<file path="src/rtl/core/dnia_pkg.sv">
package dnia_pkg;

    localparam int UID_W   = 64;
    localparam int LEN_W   = 5;
    localparam int NODE_W  = 7;
    localparam int MS_W    = 16;
    localparam int CLK_W   = 32;
    localparam int OFF_W   = 5;
    localparam int BYTES_W = 48;
    localparam int CNT_W   = 3;
    localparam int CFG_IDX_W = 3;
    localparam int REQ_BYTES = 6;

    localparam logic [CFG_IDX_W-1:0] CFG_UID_LOW   = 3'd0;
    localparam logic [CFG_IDX_W-1:0] CFG_UID_HIGH  = 3'd1;
    localparam logic [CFG_IDX_W-1:0] CFG_PREF_ID   = 3'd2;
    localparam logic [CFG_IDX_W-1:0] CFG_PERIOD    = 3'd3;
    localparam logic [CFG_IDX_W-1:0] CFG_FOLLOWUP  = 3'd4;

    localparam logic [NODE_W-1:0] PREF_ID_RESET  = 7'd73;
    localparam logic [MS_W-1:0]   PERIOD_RESET   = 16'd600;
    localparam logic [MS_W-1:0]   FOLLOWUP_RESET = 16'd400;

    localparam logic OP_TICK = 1'b0;
    localparam logic OP_MSG  = 1'b1;

    typedef struct packed {
        logic              op;
        logic              msg_from_anonymous;
        logic [LEN_W-1:0]  msg_uid_len;
        logic [UID_W-1:0]  msg_uid_low;
        logic [UID_W-1:0]  msg_uid_high;
        logic [NODE_W-1:0] msg_node_id;
        logic [MS_W-1:0]   random_value;
    } t_req;

    typedef struct packed {
        logic               request_valid;
        logic [7:0]         request_head;
        logic [BYTES_W-1:0] request_uid_bytes;
        logic [CNT_W-1:0]   request_uid_count;
        logic               allocated;
        logic [NODE_W-1:0]  node_id;
    } t_rsp;

    typedef struct packed {
        logic load;
        logic div_step;
        logic commit;
    } t_dp_cmd;

endpackage

</file>
<file path="src/rtl/core/dnia_req_if.sv">
interface dnia_req_if;
    import dnia_pkg::*;

    logic              valid;
    logic              ready;
    logic              op;
    logic              msg_from_anonymous;
    logic [LEN_W-1:0]  msg_uid_len;
    logic [UID_W-1:0]  msg_uid_low;
    logic [UID_W-1:0]  msg_uid_high;
    logic [NODE_W-1:0] msg_node_id;
    logic [MS_W-1:0]   random_value;

    modport source (
        output valid, op, msg_from_anonymous, msg_uid_len, msg_uid_low, msg_uid_high,
               msg_node_id, random_value,
        input  ready
    );
    modport sink (
        input  valid, op, msg_from_anonymous, msg_uid_len, msg_uid_low, msg_uid_high,
               msg_node_id, random_value,
        output ready
    );
endinterface

</file>
<file path="src/rtl/core/dnia_rsp_if.sv">
interface dnia_rsp_if;
    import dnia_pkg::*;

    logic               valid;
    logic               ready;
    logic               request_valid;
    logic [7:0]         request_head;
    logic [BYTES_W-1:0] request_uid_bytes;
    logic [CNT_W-1:0]   request_uid_count;
    logic               allocated;
    logic [NODE_W-1:0]  node_id;

    modport source (
        output valid, request_valid, request_head, request_uid_bytes, request_uid_count,
               allocated, node_id,
        input  ready
    );
    modport sink (
        input  valid, request_valid, request_head, request_uid_bytes, request_uid_count,
               allocated, node_id,
        output ready
    );
endinterface

</file>
<file path="src/rtl/core/dynamic_node_id_allocation_client_top.sv">
// Anonymous dynamic node ID allocation client. Each request is a tick (one millisecond)
// or a received allocation message, and yields exactly one result carrying any
// allocation request to send plus the current allocation status. A request is accepted in
// the idle state, then the divide state forms the bit-serial remainder of the random
// sample by the follow-up limit, and the done state commits. The result is registered at
// the commit and the next request is taken in the cycle after the commit, even
// while the previous result waits in the output register; a result left waiting
// stalls the following request at its commit.
module dynamic_node_id_allocation_client_top #(
    parameter int UID_BYTES           = 16,
    parameter int MAX_UID_PER_REQUEST = 6
) (
    input  logic                           i_clk,
    input  logic                           i_rst_n,
    input  logic                           i_cfg_we,
    input  logic [dnia_pkg::CFG_IDX_W-1:0] i_cfg_idx,
    input  logic [dnia_pkg::UID_W-1:0]     i_cfg_data,
    dnia_req_if.sink                       i_req,
    dnia_rsp_if.source                     o_rsp
);
    import dnia_pkg::*;

    t_dp_cmd cmd;
    t_req    req;
    t_rsp    rsp;
    logic    in_ready;
    logic    out_valid;

    assign req.op                 = i_req.op;
    assign req.msg_from_anonymous = i_req.msg_from_anonymous;
    assign req.msg_uid_len        = i_req.msg_uid_len;
    assign req.msg_uid_low        = i_req.msg_uid_low;
    assign req.msg_uid_high       = i_req.msg_uid_high;
    assign req.msg_node_id        = i_req.msg_node_id;
    assign req.random_value       = i_req.random_value;
    assign i_req.ready            = in_ready;

    dnia_ctrl u_ctrl (
        .i_clk       (i_clk),
        .i_rst_n     (i_rst_n),
        .i_in_valid  (i_req.valid),
        .o_in_ready  (in_ready),
        .o_out_valid (out_valid),
        .i_out_ready (o_rsp.ready),
        .o_cmd       (cmd)
    );

    dnia_dp #(
        .UID_BYTES           (UID_BYTES),
        .MAX_UID_PER_REQUEST (MAX_UID_PER_REQUEST)
    ) u_dp (
        .i_clk      (i_clk),
        .i_rst_n    (i_rst_n),
        .i_cfg_we   (i_cfg_we),
        .i_cfg_idx  (i_cfg_idx),
        .i_cfg_data (i_cfg_data),
        .i_cmd      (cmd),
        .i_req      (req),
        .o_rsp      (rsp)
    );

    assign o_rsp.valid             = out_valid;
    assign o_rsp.request_valid     = rsp.request_valid;
    assign o_rsp.request_head      = rsp.request_head;
    assign o_rsp.request_uid_bytes = rsp.request_uid_bytes;
    assign o_rsp.request_uid_count = rsp.request_uid_count;
    assign o_rsp.allocated         = rsp.allocated;
    assign o_rsp.node_id           = rsp.node_id;

endmodule

</file>
<file path="src/rtl/core/dnia_ctrl.sv">
module dnia_ctrl (
    input  logic              i_clk,
    input  logic              i_rst_n,
    input  logic              i_in_valid,
    output logic              o_in_ready,
    output logic              o_out_valid,
    input  logic              i_out_ready,
    output dnia_pkg::t_dp_cmd o_cmd
);
    import dnia_pkg::*;

    localparam logic [1:0] S_IDLE = 2'd0;
    localparam logic [1:0] S_DIV  = 2'd1;
    localparam logic [1:0] S_DONE = 2'd2;

    logic [1:0] r_state, n_state;
    logic [3:0] r_cnt, n_cnt;
    logic       r_out_valid, n_out_valid;

    always_comb begin
        n_state     = r_state;
        n_cnt       = r_cnt;
        n_out_valid = r_out_valid & ~i_out_ready;
        o_cmd       = '0;
        o_in_ready  = 1'b0;
        case (r_state)
            S_IDLE: begin
                o_in_ready = 1'b1;
                if (i_in_valid) begin
                    o_cmd.load = 1'b1;
                    n_cnt      = '0;
                    n_state    = S_DIV;
                end
            end
            S_DIV: begin
                o_cmd.div_step = 1'b1;
                n_cnt          = r_cnt + 4'd1;
                if (r_cnt == 4'd15) begin
                    n_state = S_DONE;
                end
            end
            S_DONE: begin
                if (!r_out_valid || i_out_ready) begin
                    o_cmd.commit = 1'b1;
                    n_out_valid  = 1'b1;
                    n_state      = S_IDLE;
                end
            end
            default: begin
                n_state = S_IDLE;
            end
        endcase
    end

    always_ff @(posedge i_clk) begin
        if (!i_rst_n) begin
            r_state     <= S_IDLE;
            r_cnt       <= '0;
            r_out_valid <= 1'b0;
        end else begin
            r_state     <= n_state;
            r_cnt       <= n_cnt;
            r_out_valid <= n_out_valid;
        end
    end

    assign o_out_valid = r_out_valid;

endmodule

</file>
<file path="src/rtl/core/dnia_dp.sv">
module dnia_dp #(
    parameter int UID_BYTES           = 16,
    parameter int MAX_UID_PER_REQUEST = 6
) (
    input  logic                               i_clk,
    input  logic                               i_rst_n,
    input  logic                               i_cfg_we,
    input  logic [dnia_pkg::CFG_IDX_W-1:0]     i_cfg_idx,
    input  logic [dnia_pkg::UID_W-1:0]         i_cfg_data,
    input  dnia_pkg::t_dp_cmd                  i_cmd,
    input  dnia_pkg::t_req                     i_req,
    output dnia_pkg::t_rsp                     o_rsp
);
    import dnia_pkg::*;

    localparam logic [OFF_W-1:0] C_UB  = OFF_W'(UID_BYTES);
    localparam logic [CNT_W-1:0] C_MAX = CNT_W'(MAX_UID_PER_REQUEST);

    logic [UID_W-1:0]  r_uid_low, r_uid_high;
    logic [NODE_W-1:0] r_pref;
    logic [MS_W-1:0]   r_period, r_fdm;

    logic [CLK_W-1:0]  r_clock, r_deadline, r_base;
    logic [OFF_W-1:0]  r_offset;
    logic [NODE_W-1:0] r_assigned;

    t_req              r_req;
    logic [MS_W-1:0]   r_rem, r_dvd;
    t_rsp              r_rsp;

    logic [MS_W:0]        div_trial;
    logic [MS_W:0]        div_diff;
    logic [MS_W-1:0]      extra;
    logic [CLK_W-1:0]     rearm_dl, pull_dl;
    logic                 due;
    logic [OFF_W-1:0]     len_c;
    logic [15:0]          byte_ok;
    logic                 match;
    logic [127:0]         own_all, msg_all, own_shift;
    logic [OFF_W:0]       avail;
    logic [CNT_W-1:0]     n_bytes;
    logic [BYTES_W-1:0]   req_bytes;
    logic [CLK_W-1:0]     n_deadline;
    logic [OFF_W-1:0]     n_offset;
    logic [NODE_W-1:0]    n_assigned;
    t_rsp                 n_rsp;

    always_ff @(posedge i_clk) begin
        if (!i_rst_n) begin
            r_uid_low  <= '0;
            r_uid_high <= '0;
            r_pref     <= PREF_ID_RESET;
            r_period   <= PERIOD_RESET;
            r_fdm      <= FOLLOWUP_RESET;
        end else if (i_cfg_we) begin
            case (i_cfg_idx)
                CFG_UID_LOW:  r_uid_low  <= i_cfg_data;
                CFG_UID_HIGH: r_uid_high <= i_cfg_data;
                CFG_PREF_ID:  r_pref     <= i_cfg_data[NODE_W-1:0];
                CFG_PERIOD:   r_period   <= i_cfg_data[MS_W-1:0];
                CFG_FOLLOWUP: r_fdm      <= i_cfg_data[MS_W-1:0];
                default: begin
                end
            endcase
        end
    end

    assign div_trial = {r_rem, r_dvd[MS_W-1]};
    assign div_diff  = div_trial - {1'b0, r_fdm};

    always_ff @(posedge i_clk) begin
        if (i_cmd.load) begin
            r_req <= i_req;
            r_rem <= '0;
            r_dvd <= i_req.random_value;
        end else if (i_cmd.div_step) begin
            r_rem  <= div_diff[MS_W] ? div_trial[MS_W-1:0] : div_diff[MS_W-1:0];
            r_dvd  <= {r_dvd[MS_W-2:0], 1'b0};
            r_base <= r_clock + CLK_W'(r_period);
        end
    end

    assign extra    = (r_fdm == '0) ? '0 : r_rem;
    assign rearm_dl = r_base + CLK_W'(extra);
    assign pull_dl  = r_clock + CLK_W'(extra);
    assign due      = (r_assigned == '0) && (r_clock > r_deadline);

    assign own_all = {r_uid_high, r_uid_low};
    assign msg_all = {r_req.msg_uid_high, r_req.msg_uid_low};
    assign len_c   = (r_req.msg_uid_len > C_UB) ? C_UB : r_req.msg_uid_len;

    always_comb begin
        for (int i = 0; i < 16; i++) begin
            byte_ok[i] = (OFF_W'(i) >= len_c) ||
                         (msg_all[8*i +: 8] == ((i < UID_BYTES) ? own_all[8*i +: 8] : 8'd0));
        end
    end
    assign match = &byte_ok;

    assign own_shift = own_all >> {r_offset, 3'b000};
    assign avail     = {1'b0, C_UB} - {1'b0, r_offset};

    always_comb begin
        if (r_offset >= C_UB) begin
            n_bytes = '0;
        end else if (avail > (OFF_W+1)'(C_MAX)) begin
            n_bytes = C_MAX;
        end else begin
            n_bytes = avail[CNT_W-1:0];
        end
        for (int i = 0; i < REQ_BYTES; i++) begin
            req_bytes[8*i +: 8] = (CNT_W'(i) < n_bytes) ? own_shift[8*i +: 8] : 8'd0;
        end
    end

    always_comb begin
        n_deadline = r_deadline;
        n_offset   = r_offset;
        n_assigned = r_assigned;
        n_rsp      = '0;
        if (r_req.op == OP_TICK) begin
            if (due) begin
                n_deadline              = rearm_dl;
                n_rsp.request_valid     = 1'b1;
                n_rsp.request_head      = {r_pref, (r_offset == '0)};
                n_rsp.request_uid_bytes = req_bytes;
                n_rsp.request_uid_count = n_bytes;
            end
        end else if (r_assigned == '0) begin
            n_deadline = rearm_dl;
            if (r_req.msg_from_anonymous || !match) begin
                n_offset = '0;
            end else if (len_c < C_UB) begin
                n_offset   = len_c;
                n_deadline = pull_dl;
            end else begin
                n_assigned = r_req.msg_node_id;
            end
        end
        n_rsp.allocated = (n_assigned != '0);
        n_rsp.node_id   = n_assigned;
    end

    always_ff @(posedge i_clk) begin
        if (!i_rst_n) begin
            r_clock    <= '0;
            r_deadline <= '0;
            r_offset   <= '0;
            r_assigned <= '0;
        end else if (i_cmd.load) begin
            if (i_req.op == OP_TICK) begin
                r_clock <= r_clock + CLK_W'(1);
            end
        end else if (i_cmd.commit) begin
            r_deadline <= n_deadline;
            r_offset   <= n_offset;
            r_assigned <= n_assigned;
        end
    end

    always_ff @(posedge i_clk) begin
        if (i_cmd.commit) begin
            r_rsp <= n_rsp;
        end
    end

    assign o_rsp = r_rsp;

endmodule
</file>
<file path="src/flat_wrapper.sv">
// flat-port wrapper written by rule: the top's interface ports become plain ports
module dynamic_node_id_allocation_client_top_flat import dnia_pkg::*;
#(
    parameter int UID_BYTES           = 16,
    parameter int MAX_UID_PER_REQUEST = 6
)
  (i_clk, i_rst_n, i_cfg_we, i_cfg_idx, i_cfg_data, i_req_valid, i_req_op, i_req_msg_from_anonymous, i_req_msg_uid_len, i_req_msg_uid_low, i_req_msg_uid_high, i_req_msg_node_id, i_req_random_value, i_req_ready, o_rsp_valid, o_rsp_request_valid, o_rsp_request_head, o_rsp_request_uid_bytes, o_rsp_request_uid_count, o_rsp_allocated, o_rsp_node_id, o_rsp_ready);
  dnia_req_if i_req_i ();
  dnia_rsp_if o_rsp_i ();
  input  logic i_clk;
  input  logic i_rst_n;
  input  logic i_cfg_we;
  input  logic [dnia_pkg::CFG_IDX_W-1:0] i_cfg_idx;
  input  logic [dnia_pkg::UID_W-1:0] i_cfg_data;
  input wire logic [$bits(i_req_i.valid)-1:0] i_req_valid;
  input wire logic [$bits(i_req_i.op)-1:0] i_req_op;
  input wire logic [$bits(i_req_i.msg_from_anonymous)-1:0] i_req_msg_from_anonymous;
  input wire logic [$bits(i_req_i.msg_uid_len)-1:0] i_req_msg_uid_len;
  input wire logic [$bits(i_req_i.msg_uid_low)-1:0] i_req_msg_uid_low;
  input wire logic [$bits(i_req_i.msg_uid_high)-1:0] i_req_msg_uid_high;
  input wire logic [$bits(i_req_i.msg_node_id)-1:0] i_req_msg_node_id;
  input wire logic [$bits(i_req_i.random_value)-1:0] i_req_random_value;
  output wire logic [$bits(i_req_i.ready)-1:0] i_req_ready;
  output wire logic [$bits(o_rsp_i.valid)-1:0] o_rsp_valid;
  output wire logic [$bits(o_rsp_i.request_valid)-1:0] o_rsp_request_valid;
  output wire logic [$bits(o_rsp_i.request_head)-1:0] o_rsp_request_head;
  output wire logic [$bits(o_rsp_i.request_uid_bytes)-1:0] o_rsp_request_uid_bytes;
  output wire logic [$bits(o_rsp_i.request_uid_count)-1:0] o_rsp_request_uid_count;
  output wire logic [$bits(o_rsp_i.allocated)-1:0] o_rsp_allocated;
  output wire logic [$bits(o_rsp_i.node_id)-1:0] o_rsp_node_id;
  input wire logic [$bits(o_rsp_i.ready)-1:0] o_rsp_ready;
  assign i_req_i.valid = i_req_valid;
  assign i_req_i.op = i_req_op;
  assign i_req_i.msg_from_anonymous = i_req_msg_from_anonymous;
  assign i_req_i.msg_uid_len = i_req_msg_uid_len;
  assign i_req_i.msg_uid_low = i_req_msg_uid_low;
  assign i_req_i.msg_uid_high = i_req_msg_uid_high;
  assign i_req_i.msg_node_id = i_req_msg_node_id;
  assign i_req_i.random_value = i_req_random_value;
  assign i_req_ready = i_req_i.ready;
  assign o_rsp_valid = o_rsp_i.valid;
  assign o_rsp_request_valid = o_rsp_i.request_valid;
  assign o_rsp_request_head = o_rsp_i.request_head;
  assign o_rsp_request_uid_bytes = o_rsp_i.request_uid_bytes;
  assign o_rsp_request_uid_count = o_rsp_i.request_uid_count;
  assign o_rsp_allocated = o_rsp_i.allocated;
  assign o_rsp_node_id = o_rsp_i.node_id;
  assign o_rsp_i.ready = o_rsp_ready;
  dynamic_node_id_allocation_client_top #(.UID_BYTES(UID_BYTES), .MAX_UID_PER_REQUEST(MAX_UID_PER_REQUEST)) u_core (.i_clk(i_clk), .i_rst_n(i_rst_n), .i_cfg_we(i_cfg_we), .i_cfg_idx(i_cfg_idx), .i_cfg_data(i_cfg_data), .i_req(i_req_i), .o_rsp(o_rsp_i));
endmodule
</file>
<file path="config.mk">
export PLATFORM = sky130hd
export DESIGN_NAME = dynamic_node_id_allocation_client_top_flat
export DESIGN_NICKNAME = d
export VERILOG_FILES = /design/src/rtl/core/dnia_pkg.sv /design/src/rtl/core/dnia_req_if.sv /design/src/rtl/core/dnia_rsp_if.sv /design/src/rtl/core/dynamic_node_id_allocation_client_top.sv /design/src/rtl/core/dnia_ctrl.sv /design/src/rtl/core/dnia_dp.sv /design/src/flat_wrapper.sv
export SDC_FILE = /design/constraint.sdc
export NUM_CORES = 1
export LEC_CHECK = 0
export ABC_AREA = 1
export BUFFER_PORTS_ARGS = -buffer_cell sky130_fd_sc_hd__buf_4
export CORE_ASPECT_RATIO = 1.2
export CORE_MARGIN = 2
export CORE_UTILIZATION = 25
export CTS_CLUSTER_SIZE = 10
export DETAILED_ROUTE_END_ITERATION = 16
export GPL_TIMING_DRIVEN = 0
export PLACE_DENSITY = 0.38
export SLEW_MARGIN = 10
export SYNTH_ARGS = -nofsm -noshare
export SYNTH_HDL_FRONTEND = slang
export SYNTH_SLANG_ARGS = --single-unit
</file>
<file path="constraint.sdc">
create_clock -name i_clk -period 9.4 [get_ports i_clk]
set_clock_uncertainty 0.1 [all_clocks]
set_input_delay 1.41 -clock i_clk [delete_from_list [all_inputs] [get_ports i_clk]]
set_output_delay 1.41 -clock i_clk [all_outputs]
set_load 0.02 [all_outputs]
</file>
### Word level (Yosys, flattened, before mapping)

Cells that the tools add are included.

| word-level totals | value |
|---|---|
| input port bits | 230 |
| output and inout bits | 70 |
| bits in registers | 524 |
| logic and storage cells | 195 |

| cells by class | value |
|---|---|
| eq/ne operators | 27 |
| reduce and logical (&&, ||, !) cells | 51 |
| $add $sub $neg | 7 |
| muxes and demuxes | 39 |
| shift-type cells | 1 |
| magnitude comparators | 27 |
| bitwise gates (word level) | 11 |

Operators by type and width:

| cell | count |
|---|---|
| 2-to-1 mux 32 bit | 5 |
| == test 8 bit | 16 |
| right shift 128 x 8 -> 48 bit | 1 |
| adder 32 x 16 -> 32 bit | 3 |
| 2-to-1 mux 16 bit | 4 |
| 2-to-1 mux 60 bit | 1 |
| 2-to-1 mux 8 bit | 6 |
| greater-or-equal comparator 4 x 5 -> 1 bit (first input constant) | 8 |
| adder 32 x 1 -> 32 bit (second input constant) | 1 |
| > comparator 32 bit | 1 |
| 2-to-1 mux 7 bit | 4 |
| greater-or-equal comparator 3 x 5 -> 1 bit (first input constant) | 4 |
| logical OR 1 bit | 18 |
| AND reduction 2 bit | 9 |
| OR reduction 3 bit | 6 |
| subtractor 17 x 16 -> 17 bit | 1 |
| zero test 16 bit | 1 |
| AND reduction 16 bit | 1 |
| 2-to-1 mux 5 bit | 3 |
| greater-or-equal comparator 1 x 5 -> 1 bit (first input constant) | 2 |
| greater-or-equal comparator 2 x 5 -> 1 bit (first input constant) | 2 |
| NOT 1 bit | 10 |
| 2-to-1 mux 1 bit | 8 |
| one-hot mux 4 bit (2 select lines) | 1 |
| other kinds (34) | 47 |

### Longest topological paths before layout

| logic depth | value |
|---|---|
| depth after elaboration | 11 |
| gate-level depth with buffers | 24 |
| depth with buffers taken out | 23 |

### By module

Synthesis repeated with hierarchy kept, for this count alone.

| second synthesis, totals | value |
|---|---|
| cell total of the unflattened synthesis | 3706 |
| area total of the unflattened synthesis | 29089.1 um^2 |

By module, submodules not included:

| module | instances | area each (um^2) | seq. area each (um^2) | cells each |
|---|---|---|---|---|
| dnia_dp | 1 | 28766.3 | 12932.4 | 3660 |
| dnia_ctrl | 1 | 322.8 | 140.1 | 46 |

### Worst setup path before layout

No wires, ideal clock.

| timing path | value |
|---|---|
| path type | input -> register |
| from | input i_req_valid |
| to | register u_core.u_dp.r_req, in the netlist u_core.u_dp.msg_all[0] (enable) |
| arrival | 5.927 ns |
| path buffers | 2 |
| library setup time | 0.561 ns |
| slack | 2.812 ns |
| cell stages on the path | 4 |
| data required time | 8.739 ns |
| path through | inv_1 nor2_4 clkbuf_1 buf_1 |

RTL lines:

| item | RTL line | source |
|---|---|---|
| from (decl) | flat_wrapper.sv:15 | `input wire logic [$bits(i_req_i.valid)-1:0] i_req_valid;` |
| to (signal assigned) | dnia_dp.sv:73 | `r_req <= i_req;` |
| to (decl) | dnia_dp.sv:27 | `t_req r_req;` |

### Worst setup path after layout

| timing path | value |
|---|---|
| from | register u_core.u_dp.r_offset[0] |
| to | register u_core.u_dp.r_rsp, in the netlist u_core.u_dp.o_rsp[42], data pin |

| on the way | value |
|---|---|
| longest elaborated chain between the ends | 7 |
| elaborated cells on any way between the ends | 9 |
| those cells by class | add/sub (1); order compare (3); shift (1); mux (2); bitwise (1); reduce/logical (1) |

Ends and longest elaborated chain:

| item | RTL line | source |
|---|---|---|
| from (decl) | dnia_dp.sv:24 | `logic [OFF_W-1:0] r_offset;` |
| from (signal assigned) | dnia_dp.sv:156 | `r_offset <= n_offset;` |
| subtractor 5 x 5 -> 6 bit | dnia_dp.sv:101 | `assign avail = {1'b0, C_UB} - {1'b0, r_offset};` |
| > comparator 6 x 3 -> 1 bit | dnia_dp.sv:106 | `end else if (avail > (OFF_W+1)'(C_MAX)) begin` |
| 2-to-1 mux 3 bit | dnia_dp.sv:106 |  |
| 2-to-1 mux 3 bit | dnia_dp.sv:104 | `if (r_offset >= C_UB) begin` |
| less-than comparator 2 x 3 -> 1 bit | dnia_dp.sv:112 | `req_bytes[8*i +: 8] = (CNT_W'(i) < n_bytes) ? own_shift[8*i +: 8] : 8'd0;` |
| NOT 1 bit (no source line) | - |  |
| OR reduction 3 bit (no source line) | - |  |
| to (signal assigned) | dnia_dp.sv:163 | `r_rsp <= n_rsp;` |
| to (decl) | dnia_dp.sv:29 | `t_rsp r_rsp;` |

Several ways; a longest one is shown, not always the timed one.
A chain may end at the register's enable or synchronous reset.

==> key figures <==
Hold path
  – Hold Crit Depth: 2
  – Min-Delay Path Class: flip-flop to flip-flop

CTS
  – CTS tree: done
  – H-tree depth: 3
  – TritonCTS Sinks: 524
  – Worst-Skew Late Latency: 0.70 ns
  – Root buffer cell: clkbuf_16
  – Post-cts repair resize count: 0
  – Clk pin slew, worst setup/hold paths: 0.05 ns
  – CTS Buf Count: 69
  – Post-CTS Hold Fix Bufs: 0
  – Clock Path Buffers: 3
  – Post-CTS Setup Bufs: 0

Critical path
  – Crit path DAT: 5.04 ns
  – Critical path capture point type: flip-flop
  – CP required: 9.64 ns
  – R2R depth: 13
  – CP Launch Type: flip-flop
  – Crit path max fanout: 11
  – Kind of critical path: flip-flop to flip-flop

Final layout
  – Final core occ: 30.8%
  – Final #Nets: about 4500
  – P&R area growth vs syn: 22.2%
  – Share of cells above drive strength 1: 11.2%
  – Final Non-Filler Cells: 5744

Global routing
  – Number of global-route vias before repair: 27600
  – First-pass GRT wire length: 207 mm
  – Antenna violations before repair: 5
  – Overall routing resource usage: 24.8%
  – Overflow after GRT: 0
  – Gr busiest metal: met2
  – Met2 Use GR: 43.9%
  – Met1 Track Usage GR: 28.7%
  – Largest net degree at the start of global routing: 33
  – GRT met3 Usage: 3.37%

Placed design
  – Dpl hpwl: 123 mm
  – DP Cell Count: around 5600
  – Port Buffers: 299
  – RePlAce Congestion: 1.02
  – DP Worst Slack: approximately 4.7 ns

Power and ir drop
  – Total Power: 6.96 mW
  – Worst VDD drop: 0.0985 mV
  – Leakage power: 14.4 nW
  – PD cells: 194 nW/µm²

Synthesis
  – Ys flop type: dfxtp_1
  – Asr flop ratio synth: 0%
  – Syn Nets: 4115
  – Post-Synthesis Cells: 3779
  – Yosys reg bits: 524
  – Synth Cell Area: 29300 µm²
  – Synth unique cells: 60
  – Synth warn: 0
  – Number of flops mapped to enable cells by yosys: 258
  – Sequential-to-total area share from yosys stat: 44.6%
  – Synth Area per Inst: roughly 7.8 µm²

Timing
  – Worst slew pin tran: between 1 and 1.5 ns
  – Final setup fails: 0
  – Final WS setup: between 4 and 5 ns
  – Max Slew Vio Count: 0
  – Final Cycle Share: approximately half
  – Max-slew headroom: 12.8%
  – Final Hold Vio Count: 0
  – Highest clock rate: ~210 MHz
  – Post-layout min period: between 4 and 5 ns
  – RSZ-0062 raised after global routing: no

Run status
  – Status: complete, no violations

Run
  – Max Cap Viol: 0

Route
  – Drt total wl: 151 mm
  – Pre-antenna DRT Iters: 5
  – WL per Instance: between 20 and 30 µm
  – Via/cell ratio: around 4.8
  – Vias post-DR: 27800
  – 1st-iter DRT viols: 2121
  – # DRC: 0
  – Antenna Violating Nets Remaining: 0

Floorplanning
  – Core area: around 120000 µm²
  – Initial Utilization: 25.2%
  – Die Span Y: around 380 µm
  – Die Width: around 320 µm
  – Ports: 300
  – Full die area: 120000 µm²
  – Num rows: 137
## cell families after synthesis
group	share of synthesized area [%]
AO/OA/AOI/OAI	15.8
adder cells (fa/ha/maj)	4.63
buffers and inverters	7.02
multiplexers	0.717
flip-flops	44.6
XOR/XNOR	5.64
AND/OR/NAND/NOR	21.6
## metrics by stage
stage / setup TNS [ns] / area, µm² / hold slack (ns)
global placement: -162.81 / 33500 / 0.345
global route: 0 / 35800 / 0.370
finish: 0 / 35800 / 0.359
detailed placement: 0 / 33700 / 0.350
CTS: 0 / 35800 / 0.358
floorplan: 0 / 29300 / 0.330
## power by group
| part | switching (mW) | leakage (nW) | total [mW] | internal, mW |
|---|---|---|---|---|
| logic | 1.13 | 8.80 | 1.70 | 0.570 |
| clock network | 1.12 | 1.02 | 2.57 | 1.46 |
| registers | 0.130 | 4.61 | 2.69 | 2.56 |
| total | 2.37 | 14.4 | 6.96 | 4.59 |
## placed cells by master, fill, tap and decap left out, types with 70 or more instances in the layout
cell       instances
o21ai_0          440
nand2_1          860
nor2_1           454
ha_1             102
nand3_1          114
dfxtp_1          266
edfxtp_1         258
a21oi_1          261
clkbuf_16         70
inv_1            371
clkbuf_1         152
xor2_1            85
xnor2_1          104
buf_4            300
## layout make-up
class / instances / area [µm²]
inverter: 389 / 1460
fill: 12700 / 80600
clock inverter: 23 / 210
multi-input combinational: 2719 / 14200
timing repair buffer: 309 / 2450
antenna: 2 / 5.00
clock buffer: 102 / 1920
tap: 1529 / 1910
sequential: 524 / 13100
buffer: 147 / 601
## state kept, by name, summed over array words and instances (netlist names), 7 cells and up
register                count
u_core.u_dp.r_uid_low      64
u_core.u_dp.msg_all       128
u_core.u_dp.r_pref          7
u_core.u_dp.r_period       16
u_core.u_dp.r_fdm          16
u_core.u_dp.r_req          14
u_core.u_dp.r_clock        32
u_core.u_dp.o_rsp          68
u_core.u_dp.r_uid_high     64
u_core.u_dp.r_deadline     32
u_core.u_dp.r_base         32
u_core.u_dp.r_rem          16
u_core.u_dp.r_assigned      7
u_core.u_dp.r_dvd          16
## synthesized netlist by cell type, types with 3 or more instances
cell	count	area (µm²)
fa_1	4	80.1
a31oi_1	6	37.5
a211oi_1	12	90.1
nor4_1	12	75.1
o21a_1	6	45.0
inv_1	371	1390
nor4_2	3	37.5
a21boi_0	4	30.0
dfxtp_1	266	5330
nor2_1	455	1710
edfxtp_1	258	7750
nand2_2	7	43.8
o31ai_1	3	22.5
nand3_1	114	571
buf_1	6	22.5
nor2_4	7	78.8
o21ai_0	441	2210
buf_6	4	45.0
buf_2	9	45.0
xnor2_1	104	911
mux2i_1	21	210
o21bai_1	6	45.0
a311oi_1	17	149
nor2_2	6	37.5
clkinv_1	8	30.0
a21o_1	6	45.0
nor3_1	37	185
ha_1	102	1280
nand4_1	18	113
or2_2	6	37.5
clkbuf_1	127	477
inv_2	9	33.8
a221oi_1	3	26.3
nand3b_1	5	37.5
a21oi_1	261	1310
nand3_2	4	40.0
nand2_1	860	3230
xor2_1	85	744
o211ai_1	35	263
o22ai_1	46	288
## per-layer routing
| metal | vias up | share of wire, % |
|---|---|---|
| met1 | 13200 | 40 |
| met2 | 889 | 50 |
| li1 | 13400 | - |
| met4 | 0 | 6.0 |
| met5 | - | 0 |
| met3 | 304 | 4.4 |
## critical path: stages, from the launching register on
cell      delay, ns
dfxtp_1        0.33
clkinv_1       0.22
clkbuf_1       0.60
clkbuf_1       0.89
ha_1           0.34
nand2_1        0.06
nor2_1         0.18
ha_1           0.27
o211ai_1       0.13
o21ai_0        0.11
inv_1          0.09
nand2_1        0.07
buf_2          0.25
a211oi_1       0.75
## path summary, 6_finish.rpt
| check | to | slack [ns] | from |
|---|---|---|---|
| setup / recovery | u_core.u_dp.o_rsp[42] | 4.60 | u_core.u_dp.r_offset[0] |
| hold / removal | u_core.u_dp.r_pref[2] | 0.36 | u_core.u_dp.r_pref[2] |
| setup reg to reg | u_core.u_dp.o_rsp[42] | 4.60 | u_core.u_dp.r_offset[0] |
| hold reg to reg | u_core.u_dp.r_pref[2] | 0.36 | u_core.u_dp.r_pref[2] |
Note: power is estimated with default switching activity, not from simulation.
